<file path="src/hw/rtl/iis_pkg.sv">
`default_nettype none

package iis_pkg;

	localparam int MAX_INTERVALS_DEF = 16;

	localparam logic [1:0] FN_INSERT = 2'd0;
	localparam logic [1:0] FN_DELETE = 2'd1;
	localparam logic [1:0] FN_QUERY  = 2'd2;
	localparam logic [1:0] FN_ADD    = 2'd3;

	localparam logic signed [63:0] S64_MAX = 64'sh7fff_ffff_ffff_ffff;
	localparam logic signed [63:0] S64_MIN = 64'sh8000_0000_0000_0000;

	typedef struct packed {
		logic clear;
		logic feed;
		logic flush;
	} merge_ctl_t;

endpackage

`default_nettype wire

</file>
<file path="src/hw/rtl/iis_merge.sv">
`default_nettype none

module iis_merge #(
	parameter int MAX_INTERVALS = iis_pkg::MAX_INTERVALS_DEF
) (
	input  wire logic                                clk,
	input  wire logic                                arst_n,
	input  wire iis_pkg::merge_ctl_t                 ctl,
	input  wire logic signed [63:0]                  a,
	input  wire logic signed [63:0]                  b,
	output logic                                     we,
	output logic [$clog2(MAX_INTERVALS)-1:0]         widx,
	output logic signed [63:0]                       wlo,
	output logic signed [63:0]                       whi,
	output logic [$clog2(MAX_INTERVALS+1)-1:0]       count,
	output logic                                     full
);

	localparam int CW = $clog2(MAX_INTERVALS + 1);
	localparam int IW = $clog2(MAX_INTERVALS);

	logic                 cur_valid_q;
	logic signed [63:0]   cur_lo_q;
	logic signed [63:0]   cur_hi_q;
	logic [CW-1:0]        m_q;
	logic                 full_q;
	logic                 empty;
	logic                 joins;
	logic                 push;
	logic                 room;

	assign empty = a > b;
	assign joins = cur_valid_q && ((cur_hi_q == iis_pkg::S64_MAX) || (cur_hi_q + 64'sd1 >= a));
	assign push  = cur_valid_q && ((ctl.feed && !empty && !joins) || ctl.flush);
	assign room  = m_q < CW'(MAX_INTERVALS);
	assign we    = push && room;
	assign widx  = m_q[IW-1:0];
	assign wlo   = cur_lo_q;
	assign whi   = cur_hi_q;
	assign count = m_q;
	assign full  = full_q;

	always_ff @(posedge clk or negedge arst_n) begin
		if (!arst_n) begin
			cur_valid_q <= 1'b0;
			m_q         <= '0;
			full_q      <= 1'b0;
		end else if (ctl.clear) begin
			cur_valid_q <= 1'b0;
			m_q         <= '0;
			full_q      <= 1'b0;
		end else begin
			if (push) begin
				if (room) begin
					m_q <= m_q + CW'(1);
				end else begin
					full_q <= 1'b1;
				end
			end
			if (ctl.flush) begin
				cur_valid_q <= 1'b0;
			end else if (ctl.feed && !empty) begin
				if (joins) begin
					if (b > cur_hi_q) begin
						cur_hi_q <= b;
					end
				end else begin
					cur_lo_q    <= a;
					cur_hi_q    <= b;
					cur_valid_q <= 1'b1;
				end
			end
		end
	end

endmodule

`default_nettype wire

</file>
<file path="config.mk">
export PLATFORM = sky130hd
export DESIGN_NAME = iis_merge
export DESIGN_NICKNAME = d
export VERILOG_FILES = /design/src/hw/rtl/iis_pkg.sv /design/src/hw/rtl/iis_merge.sv
export SDC_FILE = /design/constraint.sdc
export NUM_CORES = 1
export LEC_CHECK = 0
export BUFFER_PORTS_ARGS = -buffer_cell sky130_fd_sc_hd__buf_2
export CAP_MARGIN = 20
export CORE_MARGIN = 3
export CORE_UTILIZATION = 55
export CTS_BUF_LIST = sky130_fd_sc_hd__clkbuf_8 sky130_fd_sc_hd__clkbuf_16
export DETAILED_ROUTE_END_ITERATION = 7
export GPL_TIMING_DRIVEN = 0
export PLACE_DENSITY = 0.8
export SYNTH_ARGS = -nofsm -noshare
export SYNTH_HDL_FRONTEND = slang
export SYNTH_SLANG_ARGS = --single-unit
</file>
<file path="constraint.sdc">
create_clock -name clk -period 15.46 [get_ports clk]
set_clock_uncertainty 0.05 [all_clocks]
set_input_delay 0 -clock clk [delete_from_list [all_inputs] [get_ports clk]]
set_output_delay 0 -clock clk [all_outputs]
set_load 0.005 [all_outputs]
</file>
# == Yosys cells after proc, flatten, opt, wreduce, memory -nomap -nowiden ==
# Index checks and enable logic that the tools add are counted.
# word_totals
word_cells,47
regBits,135
out_inout_bits,139
inputBits,133
# op_classes
add_sub_neg,2
n_reduce_logical,17
order_cmp,4
bitwise,3
n_eq_ne,4
n_mux,12
# ops
cell,n
$gt A64 B64 Y1,2
$mux W64,2
$add A64 B2 Y64 const B,1
$eq A64 B64 Y1 const B,1
$ge A64 B64 Y1,1
$mux W5,3
$reduce_and A5 Y1,2
$mux W1,7
$reduce_and A2 Y1,3
$add A5 B1 Y5 const B,1
$logic_and A1 B1 Y1,5
$lt A5 B5 Y1 const B,1
$reduce_bool A2 Y1,2
$ne A3 B3 Y1 const B,1
$not A1 Y1,3
$reduce_bool A3 Y1,1
$logic_not A1 Y1,2
$logic_or A1 B1 Y1,2
$ne A2 B1 Y1 const B,1
$ne A2 B2 Y1 const B,1

# == Logic depth before layout (Yosys ltp) ==
# Gate-level depths: netlist of run 1.
# depth
ltp_word,10
ltp_mapped,19
mapped_depth_nobuf,19

# == Worst setup path after synthesis of run 1 ==
# OpenSTA, ideal clock, no wires.
# synth_path
path_type,register to register
startpoint,register cur_hi_q[0] (netlist: whi[0])
endpoint,"register cur_hi_q[0] (netlist: whi[0]), enable pin"
n_path_buf,0
path_stages_with_launch,19
arrival_ps,6954
setup_slack_ps,7949
synth_period_minus_slack_ps,7511
required_time_ps,14903
cell_sequence,edfxtp_1 ha_1 nand2_1 nor4_2 nand4_4 nor3_1 nand3_1 nor4_1 xnor2_1 ha_1 nand4_1 nor4_1 nand2_1 nor4_1 a221oi_1 nand3_1 mux2_4 nor2_1 a21oi_1
# synth_between
elab_chain_len,6
word_cells_on_any_way,8
cone_classes,add/sub: 1; order compare: 2; eq/ne: 2; reduce/logical: 3
# synth_lines
item,line_no,rtl
start: declaration,iis_merge.sv:24,logic signed [63:0] cur_hi_q;
start signal: assignment,iis_merge.sv:65,cur_hi_q <= b;
start signal: assignment,iis_merge.sv:69,cur_hi_q <= b;
$add A64 B2 Y64,iis_merge.sv:33,assign joins = cur_valid_q && ((cur_hi_q == iis_pkg::S64_MAX) || (cur_hi_q + 64'sd1 >= a));
$ge A64 B64 Y1,iis_merge.sv:33,
$logic_or A1 B1 Y1,iis_merge.sv:33,
$logic_and A1 B1 Y1,iis_merge.sv:33,
$ne A2 B1 Y1 (no source line) (*),--,
$reduce_and A5 Y1 (no source line) (*),--,
# Mark *: on every way between the ends. The rest lies on a longest branch, timed or not.
# A chain may end at the register's enable or synchronous reset.

# == Worst setup path after layout of run 1 ==
# layout_path
startpoint,register cur_hi_q[2] (netlist: whi[2])
endpoint,"register cur_hi_q[5] (netlist: whi[5]), enable pin"
# The elaborated chain is that of the path after synthesis.

==> results of run 1 <==
==> repair_timing <==
| item | CTS | global route |
|---|---|---|
| endpoints found under the hold margin | 139 | 0 |
| hold buffers | 132 | 0 |
| setup endpoints to repair | 0 | 0 |
==> power breakdown <==
part / leakage, nW / total (mW) / internal (mW) / switching, mW
sequential: 1.25 / 0.412 / 0.407 / 0.00483
combinational: 5.19 / 0.174 / 0.0828 / 0.0911
clock: 0.295 / 0.435 / 0.268 / 0.168
==> logic make-up (layout without fill, tap and decap cells) <==
group           count (synthesis)  after routing  share of synthesized area, %
compound gates                167            167                          9.87
xor+xnor                       62             62                          5.20
fa+ha+maj                     194            194                          23.2
buf+inv                       205            645                          7.51
flops                         135            135                          38.5
mux                             6              6                         0.706
other cells                     0              1                             0
simple gates                  294            294                          15.0
==> final cells by class <==
| type | count | area (sq um) | area share, % |
|---|---|---|---|
| inverters | 199 | 747 | 5.27 |
| clock inverters | 15 | 186 | 1.31 |
| diodes | 1 | 2.50 | 0.0177 |
| repair buffers | 408 | 2810 | 19.8 |
| plain buffers | 6 | 37.5 | 0.265 |
| well taps | 229 | 287 | 2.02 |
| multi-input cells | 723 | 5670 | 40.0 |
| clock buffers | 17 | 425 | 3.00 |
| flip-flops and latches | 135 | 4020 | 28.3 |
==> worst max-delay path, stage by stage (launching register included) <==
cell and delay, ns:
edfxtp_1 0.48, nand3_1 0.24, nor3_1 0.64, nand2_1 0.19
nor3_2 0.36, nand4_1 0.32, nor3_2 0.51, nand2_1 0.19
nor2_1 0.16, xnor2_1 0.08, ha_1 0.35, nand4_1 0.19
nor4_1 0.45, nand2_1 0.22, nor4_1 0.34, a221oi_1 0.14
nand3_1 0.14, mux2_4 0.22, nor2_1 0.10, a21oi_4 0.51
buf_16 0.25, buf_16 0.18
==> sequential cells by signal (all words and copies together), names as in the netlist <==
register	cells
cur_valid_q	1
full	1
whi	64
wlo	64
count	5
==> placed cells by master (no fill, tap or decap), types with 7 or more instances in the layout <==
cell type,n
o211ai_1,10
clkbuf_16,17
inv_1,200
o21a_1,7
dfrtp_1,7
edfxtp_1,128
nand3_1,39
buf_2,271
xnor2_1,61
a211oi_1,7
nor4_1,16
nor2b_1,8
a21oi_1,74
o21ai_0,29
nor3_1,24
ha_1,194
nor2_1,46
nand4_1,57
dlygate4sd3_1,132
nand2_1,74
a21o_1,12
==> per-layer routing <==
layer | GRT usage [%] | vias up
met1 | 37.6 | 4689
met2 | 56.7 | 526
met4 | 16.3 | 0
met3 | 6.06 | 135
li1 | - | 4685
met5 | 0 | -
==> worst paths after layout <==
| path | end | slack [ns] | startpoint |
|---|---|---|---|
| min in group asynchronous | count[1] | 0.53 | arst_n |
| min | cur_valid_q | 0.21 | ctl[1] |
| max | whi[5] | 8.80 | whi[2] |
| max in group asynchronous | cur_valid_q | 14.57 | arst_n |
| max reg2reg | whi[5] | 8.80 | whi[2] |
| min reg2reg | full | 0.51 | full |
==> per-stage QoR <==
step | power (mW) | worst slack [ns] | std cells
CTS | 1.01 | 8.85 | 1732
global route | 1.05 | 8.38 | 1733
global placement | 0.552 | 4.76 | 1563
detailed placement | 0.560 | 8.91 | 1568
floorplan | 0.497 | 7.95 | 1063
finish | 1.02 | 8.80 | 1733
==> run_results.csv, run 1 <==
group,metric,value,unit
status,status,"finished clean",
grt,grt_pass1_wl,52000,microns
clocking,cts_buffers,17,
logic_synthesis,yosys_warnings,0,
finish,drive_above_1_share,22.2,%
timing,rsz0062_at_grt,"no",
logic_synthesis,ys.flop_type,"edfxtp_1",
logic_synthesis,yosys.area.top_type,"edfxtp_1",
timing,hold_slack,0.213,ns
die,dieArea,0.0207,sq mm
logic_synthesis,yosysSeqAreaShare,38.5,%
placed_design,hpwl,24600,microns
route,drtIter0Drc,781,
logic_synthesis,synth_edf_count,128,
logic_synthesis,ys_async_sr_fraction,5.19,%
grt,grt_max_degree,32,
timing,relSlewSlack,52.8,%
timing,setup_viol,0,
power_and_ir_drop,powerDensity,72.0,mW/mm^2
min_path,min_path_cells,4,
timing,report.final.hold_viol_count,0,
worst_setup_path,cp.arrival,6.74,ns
worst_setup_path,worstSetupPathType,"reg -> reg",
logic_synthesis,yosysMostFrequentCell,"inv_1",
clocking,htreeDepth,4,
logic_synthesis,syn_nets,1390,
die,die_y,144,microns
die,initial_core_util,57.0,%
route,top_layer_used,"met4",
min_path,hold_class,"in -> reg",
finish,nNetsFinal,1817,
grt,grt-ovfl-total,0,
route,drt-total-wl,33900,microns
worst_setup_path,critical_path_required,15.54,ns
worst_setup_path,r2r_cells,21,
grt,grt_pass1_vias,10200,
worst_setup_path,cp-end-kind,"register",
logic_synthesis,synth_seq_cells,135,
logic_synthesis,synth_area_leaders,"edfxtp_1 37%, ha_1 23%, inv_1 7.1%, xnor2_1 5.1%, a21oi_1 3.6%",
die,chipWidth,144,microns
logic_synthesis,synthCells,1063,
grt,antenna_found_initial,1,
clocking,cts_sinks,135,
route,drc_errors,0,
finish,fin_area,0.0142,sq mm
worst_setup_path,cp-start-kind,"register",
die,core_area,0.0183,sq mm
logic_synthesis,ys_types,53,
logic_synthesis,synth.top_cell.area_share,36.8,%
die,ioPinCount,272,
timing,fin_crit_sh,43.1,%
finish,fillers,1157,
worst_setup_path,crit_fanout,19,
finish,area_growth,35.7,%
clocking,cts_root_buffer,"clkbuf_16",
logic_synthesis,postSynthAreaPerCell,9.83,sq um
placed_design,placed_cell_area,0.0122,sq mm
clocking,post_cts_buffers,0,
route,wl_met2,16700,microns
power_and_ir_drop,ir_drop,0.0765,mV
placed_design,gp_routability_congestion,0.891,
timing,fmax,150,MHz
finish,fin_util,77.3,%
route,routed_via_density,5.79,
power_and_ir_drop,p_leak,6.74,nW
logic_synthesis,syn_area,0.0105,sq mm
placed_design,port_buffers,271,
clocking,cts_resized,0,
route,antenna_left,0,
route,first_pass_iters,6,
route,num_vias,10000,
route,wl_per_cell,19.6,microns
timing,maxSlewViolCount,0,
clocking,path_clk_slew,0.06,ns
timing,fin_crit,6.66,ns
route,dr_wl_met3,2640,microns
clocking,cts_tree,"done",
logic_synthesis,synth_commonest_cells,"199 x inv_1, 194 x ha_1, 128 x edfxtp_1",
clocking,cts_buffer_depth,2,
grt,grt.total_usage,32.3,%
route,met1_length,12800,microns
flow_run,drv_cap,0,
die,row_count,49,
timing,tns,0,ns
timing,worstMarginPinSlew,0.702,ns
clocking,insertion_delay,0.43,ns
Note: power is estimated with default switching activity, not from simulation.
==> run 2: changes to the inputs <==
==> constraint.sdc (replaced) <==
create_clock -name clk -period 6.7 [get_ports clk]
set_clock_uncertainty 0.05 [all_clocks]
set_input_delay 0 -clock clk [delete_from_list [all_inputs] [get_ports clk]]
set_output_delay 0 -clock clk [all_outputs]
set_load 0.005 [all_outputs]
==> run 2 against run 1 <==
Non-clock buffer count is 1 higher; critical path type unchanged; sequential share of layout area rose by 0.11 points; final cell count barely moved; largest power group unchanged; flip-flop and latch count did not move; combinational power up 130%; critical endpoint is now whi[15]; count of clock-buffer cells in the layout is the same; wire length is 1.3% lower; sequential power rose by 130%; die area stayed put.
==> run_results.csv, run 2 (synthesis results as in run 1) <==
group,metric,value,unit
timing,worstMarginPinSlew,0.574,ns
clocking,cts_buffers,17,
finish,n_antenna_cell,0,
clocking,cts_buffer_depth,2,
worst_setup_path,worstSetupPathType,"reg -> reg",
route,drc_errors,0,
clocking,insertion_delay,0.43,ns
min_path,hold_class,"in -> reg",
die,initial_core_util,57.0,%
route,dr_wl_met3,2750,microns
timing,fmax,160,MHz
timing,fin_crit_sh,93.4,%
route,top_layer_used,"met4",
die,ioPinCount,272,
clocking,cts_resized,0,
finish,area_growth,35.1,%
grt,grt_pass1_wl,52000,microns
finish,fin_util,77.0,%
clocking,cts_tree,"done",
min_path,hp-start,"ctl[1]",
route,first_pass_iters,5,
power_and_ir_drop,p_leak,6.72,nW
worst_setup_path,crit_slowest_cell,"nor3_1",
die,chipWidth,144,microns
worst_setup_path,crit_buf_inv,1,
grt,grt.total_usage,31.9,%
route,wl_per_cell,19.3,microns
worst_setup_path,r2r_end,"whi[15]",
die,core_area,0.0183,sq mm
timing,setup_viol,0,
route,drtIter0Drc,785,
placed_design,place_ws,0.228,ns
placed_design,hpwl,23800,microns
timing,setup_ws,0.439,ns
route,wl_met2,16600,microns
timing,rsz0062_at_grt,"no",
worst_setup_path,cp_slowest_stage_delay,0.51,ns
worst_setup_path,rrSetupSlack,0.44,ns
worst_setup_path,cp-startpoint,"whi[2]",
worst_setup_path,r2r_cells,20,
timing,maxSlewViolCount,0,
route,antenna_left,0,
clocking,cts_sinks,135,
worst_setup_path,crit_chain,"nand3_1, nor3_1, nand2_1, nor3_2, nand4_1, nor3_2, nand2_1, nor2_1, xnor2_1, ha_1, nand4_1, nor4_1, nand2_1, nor4_1, a221oi_1, nand3_1, mux2_4, nor2_1, a21oi_4, buf_4",
die,row_count,49,
worst_setup_path,r2r-start,"whi[2]",
timing,hold_slack,0.180,ns
route,routed_via_density,5.77,
placed_design,gp_routability_congestion,0.924,
worst_setup_path,cp-start-kind,"register",
status,status,"finished clean",
finish,drive_above_1_share,22.2,%
timing,tns,0,ns
finish,most-common-layout-cells,"271 x buf_2, 199 x inv_1, 194 x ha_1",
worst_setup_path,cpMostUsedCell,"nand2_1",
power_and_ir_drop,powerDensity,164,mW/mm^2
flow_run,drv_cap,0,
placed_design,port_buffers,271,
grt,grt-ovfl-total,0,
timing,fin_crit,6.26,ns
worst_setup_path,critical_path_required,6.83,ns
finish,nNetsFinal,1818,
route,drt-total-wl,33500,microns
worst_setup_path,cp-end-kind,"register",
clocking,cts_root_buffer,"clkbuf_16",
route,num_vias,9991,
grt,grt_max_degree,34,
route,met1_length,12900,microns
grt,antenna_found_initial,0,
timing,relSlewSlack,61.4,%
worst_setup_path,cp.arrival,6.39,ns
worst_setup_path,crit_fanout,11,
clocking,path_clk_slew,0.06,ns
timing,report.final.hold_viol_count,0,
power_and_ir_drop,ir_drop,0.189,mV
clocking,htreeDepth,4,
die,dieArea,0.0207,sq mm
die,die_y,144,microns
finish,layout_commonest_cell,"buf_2",
min_path,min_path_cells,4,
grt,grt_pass1_vias,10400,
min_path,hold-path-endpoint,"cur_valid_q",
worst_setup_path,cpLargestDelayFamily,"simple AND/OR/NAND/NOR gates",
run 2: cell count changes in the layout (fill, tap and decap cells not counted):
cell / before / now
buf_12: 1 / 3
buf_16: 4 / 1
buf_4: 4 / 6
bufinv_16: 4 / 3
clkinv_1: 2 / 3
clkinv_2: 3 / 2
clkinv_4: 2 / 3
diode_2: 1 / 0
inv_1: 200 / 199
run 2: worst max-delay path by stage:
stage,to,slack [ns],depth (start not counted)
finish,whi[15],0.44,20
CTS,whi[5],0.20,20
global route,whi[15],0.19,20
global placement,whi[30],-1.78,19
detailed placement,whi[6],0.23,20
floorplan,whi[0],0.48,18
run 2: stage by stage:
stage | area, sq um | cells | power (mW)
floorplan | 10500 | 1063 | 1.15
global placement | 12100 | 1563 | 1.27
detailed placement | 12200 | 1567 | 1.29
CTS | 14100 | 1730 | 2.30
global route | 14100 | 1732 | 2.40
finish | 14100 | 1732 | 2.32
run 2: worst min-delay path, cell delays in order:
cell and delay [ns]:
buf_2 0.14, a31oi_1 0.14, nand2_1 0.20, o21a_1 0.13
run 2: timing repair:
action,4_1_cts,5_1_grt
hold endpoints to repair,139,0
hold buffers,132,0
endpoints found under the setup margin,0,47
buffers inserted,0,2
run 2: power by group:
part           internal (mW)  total [mW]  switching (mW)  leakage, nW
Sequential             0.939       0.950          0.0110         1.25
Clock                  0.579       0.969           0.389        0.277
Combinational          0.190       0.400           0.210         5.19
Total                   1.71        2.32           0.610         6.72
run 2: cell type report:
type	instances	area, sq um
Buffer	6	37.5
Clock buffer	17	425
Clock inverter	14	160
Fill cell	1151	4210
Inverter	199	747
Multi-Input combinational cell	723	5670
Sequential cell	135	4020
Tap cell	229	287
Timing Repair Buffer	409	2780
run 2: metal layers:
metal,vias up,GRT usage (%)
li1,4673,-
met1,4683,38.0
met2,532,56.6
met3,103,6.56
met4,0,12.5
met5,-,0
==> run 3: changes to the inputs <==
--- a/config.mk
+++ b/config.mk
@@ -8,11 +8,11 @@
 export BUFFER_PORTS_ARGS = -buffer_cell sky130_fd_sc_hd__buf_2
 export CAP_MARGIN = 20
 export CORE_MARGIN = 3
-export CORE_UTILIZATION = 55
+export CORE_UTILIZATION = 45
 export CTS_BUF_LIST = sky130_fd_sc_hd__clkbuf_8 sky130_fd_sc_hd__clkbuf_16
 export DETAILED_ROUTE_END_ITERATION = 7
 export GPL_TIMING_DRIVEN = 0
-export PLACE_DENSITY = 0.8
+export PLACE_DENSITY = 0.67
 export SYNTH_ARGS = -nofsm -noshare
 export SYNTH_HDL_FRONTEND = slang
 export SYNTH_SLANG_ARGS = --single-unit
==> run 3 against run 2 <==
Die area rose by 21%; combinational power fell by 3%; fmax fell by 1.6%; wire length fell by 5.6%; final cell count rose by 3.5%; non-clock buffer count rose by 3; critical path type unchanged; global-route usage fell by 6.8 points; count of clock-buffer cells in the layout did not move.
==> run_results.csv, run 3 (synthesis results as in run 1) <==
group,metric,value,unit
timing,fin_crit_sh,95.0,%
route,drtIter0Drc,326,
power_and_ir_drop,intPower,1.68,mW
timing,relSlewSlack,56.2,%
min_path,hold-path-endpoint,"cur_valid_q",
grt,grt_max_degree,35,
finish,area.sequential,0.00402,sq mm
worst_setup_path,r2r-start,"whi[2]",
grt,grt-ovfl-total,0,
worst_setup_path,worstSetupPathType,"reg -> reg",
finish,layout_commonest_cell,"buf_2",
route,wl_per_cell,17.6,microns
placed_design,hpwl,24400,microns
finish,most-common-layout-cells,"271 x buf_2, 200 x inv_1, 194 x ha_1",
clocking,cts_buffer_depth,2,
route,drc_errors,0,
worst_setup_path,cp.arrival,6.48,ns
die,ioPinCount,272,
timing,rsz0062_at_grt,"no",
worst_setup_path,crit_fanout,34,
min_path,hold_class,"in -> reg",
clocking,cts_tree,"done",
power_and_ir_drop,p_leak,6.76,nW
clocking,insertion_delay,0.43,ns
route,routed_via_density,5.31,
finish,drive_above_1_share,22.6,%
finish,multi_input_area,0.00569,sq mm
timing,maxSlewViolCount,0,
flow_run,drv_cap,0,
grt,grtUsageMet1,30.2,%
finish,fillers,1881,
timing,fmax,157,MHz
route,first_pass_iters,5,
worst_setup_path,cp-end-kind,"register",
clocking,path_clk_slew,0.06,ns
status,status,"finished clean",
grt,grt_pass1_vias,9805,
power_and_ir_drop,p_switching,0.609,mW
timing,worstMarginPinSlew,0.652,ns
die,core_area,0.0227,sq mm
finish,area_growth,36.5,%
grt,grt.total_usage,25.2,%
route,num_vias,9515,
clocking,cts_sinks,135,
placed_design,gp_routability_congestion,0.878,
placed_design,port_buffers,271,
power_and_ir_drop,pwr-share-clk,41.4,%
power_and_ir_drop,seq_power_share,41.5,%
clocking,cts_buffers,17,
die,chipWidth,158,microns
clocking,cts_root_buffer,"clkbuf_16",
finish,nNetsFinal,1821,
min_path,hp-start,"ctl[1]",
grt,busiest_layer,"met2",
timing,report.final.hold_viol_count,0,
grt,met3_usage,4.43,%
worst_setup_path,r2r_end,"wlo[0]",
worst_setup_path,cp-start-kind,"register",
grt,grt_pass1_wl,49100,microns
grt,met2_usage,45.3,%
die,initial_core_util,46.0,%
worst_setup_path,r2r_cells,22,
power_and_ir_drop,ir_drop,0.146,mV
route,drt-total-wl,31600,microns
min_path,min_path_cells,4,
finish,fin_util,62.8,%
power_and_ir_drop,p_sw_share,26.7,%
die,die_y,158,microns
clocking,htreeDepth,4,
timing,setup_viol,0,
die,row_count,55,
power_and_ir_drop,combPwrFrac,17.0,%
grt,antenna_found_initial,0,
die,dieArea,0.0251,sq mm
finish,n_antenna_cell,0,
route,antenna_left,0,
timing,fin_crit,6.36,ns
worst_setup_path,rrSetupSlack,0.34,ns
power_and_ir_drop,powerDensity,160,mW/mm^2
power_and_ir_drop,finalPower,2.29,mW
worst_setup_path,critical_path_required,6.81,ns
[run 3: cell count changes in the layout (fill, tap and decap cells not counted), sizes merged]
cell	delta
buf	+3
bufinv	-1
clkinv	-1
clkinvlp	-1
inv	+4
[run 3: power by group through the flow]
stage                     clock network, mW  registers (mW)  logic (mW)
final                                 0.947           0.950       0.390
after global routing                  0.998           0.951       0.441
after CTS                             0.964           0.949       0.387
after detailed placement                  0           0.967       0.324
after global placement                    0           0.968       0.310
after floorplan                           0           0.968       0.178
[run 3: area by class of cell]
type	count	share of cell area [%]
clock inverter	15	1.07
timing repair buffer	412	19.8
clock buffer	17	2.98
multi-input combinational	723	39.9
sequential	135	28.2
tap	285	2.50
inverter	199	5.24
buffer	6	0.263
[run 3: metrics by stage]
stage | instances | TNS, ns | hold WS [ns] | worst slack (ns) | instance area [sq um]
6_report | 1792 | 0 | 0.201 | 0.338 | 14300
5_1_grt | 1792 | 0 | 0.217 | 0.0793 | 14300
4_1_cts | 1790 | 0 | 0.195 | 0.0441 | 14200
3_5_place_dp | 1624 | -33.10 | -0.190 | -0.420 | 12300
3_3_place_gp | 1619 | -301.31 | -0.198 | -2.69 | 12200
2_1_floorplan | 1063 | 0 | -0.346 | 0.479 | 10500
[run 3: critical path: stages, from the launching register on]
cell,delay (ns)
edfxtp_1,0.47
nand3_1,0.29
nor3_4,0.37
nand2_1,0.14
nor3_2,0.39
nand4_1,0.14
buf_4,0.18
nor3_4,0.37
nand2_1,0.19
nor2_1,0.18
xnor2_1,0.08
ha_1,0.35
nand4_1,0.20
nor4_1,0.51
nand2_1,0.24
nor4_2,0.38
a221oi_1,0.14
nand3_1,0.14
mux2_4,0.36
nor2_1,0.32
nor2_4,0.17
buf_16,0.21
buf_12,0.19
[run 3: what timing repair did]
item / 4_1_cts / 5_1_grt
endpoints found under the hold margin: 139 / 0
buffers inserted: 2 / 2
pin swaps: 1 / 1
setup endpoints to repair: 119 / 105
gates resized for setup: 4 / 1
hold buffers: 132 / 0
[run 3: how the worst max path moves through the flow]
stage | from | endpoint
6_report | whi[2] | wlo[0]
5_1_grt | whi[2] | wlo[0]
4_1_cts | whi[2] | wlo[0]
3_5_place_dp | whi[2] | whi[43]
3_3_place_gp | whi[2] | whi[27]
2_1_floorplan | whi[0] | whi[0]
[run 3: metal layers]
metal  up-vias  wire, microns  part of all wire, %
li1       4688              -                    -
met1      4437          13300                   42
met2       321          15800                   50
met3        69           1680                  5.3
met4         0            891                  2.8
met5         -              0                    0
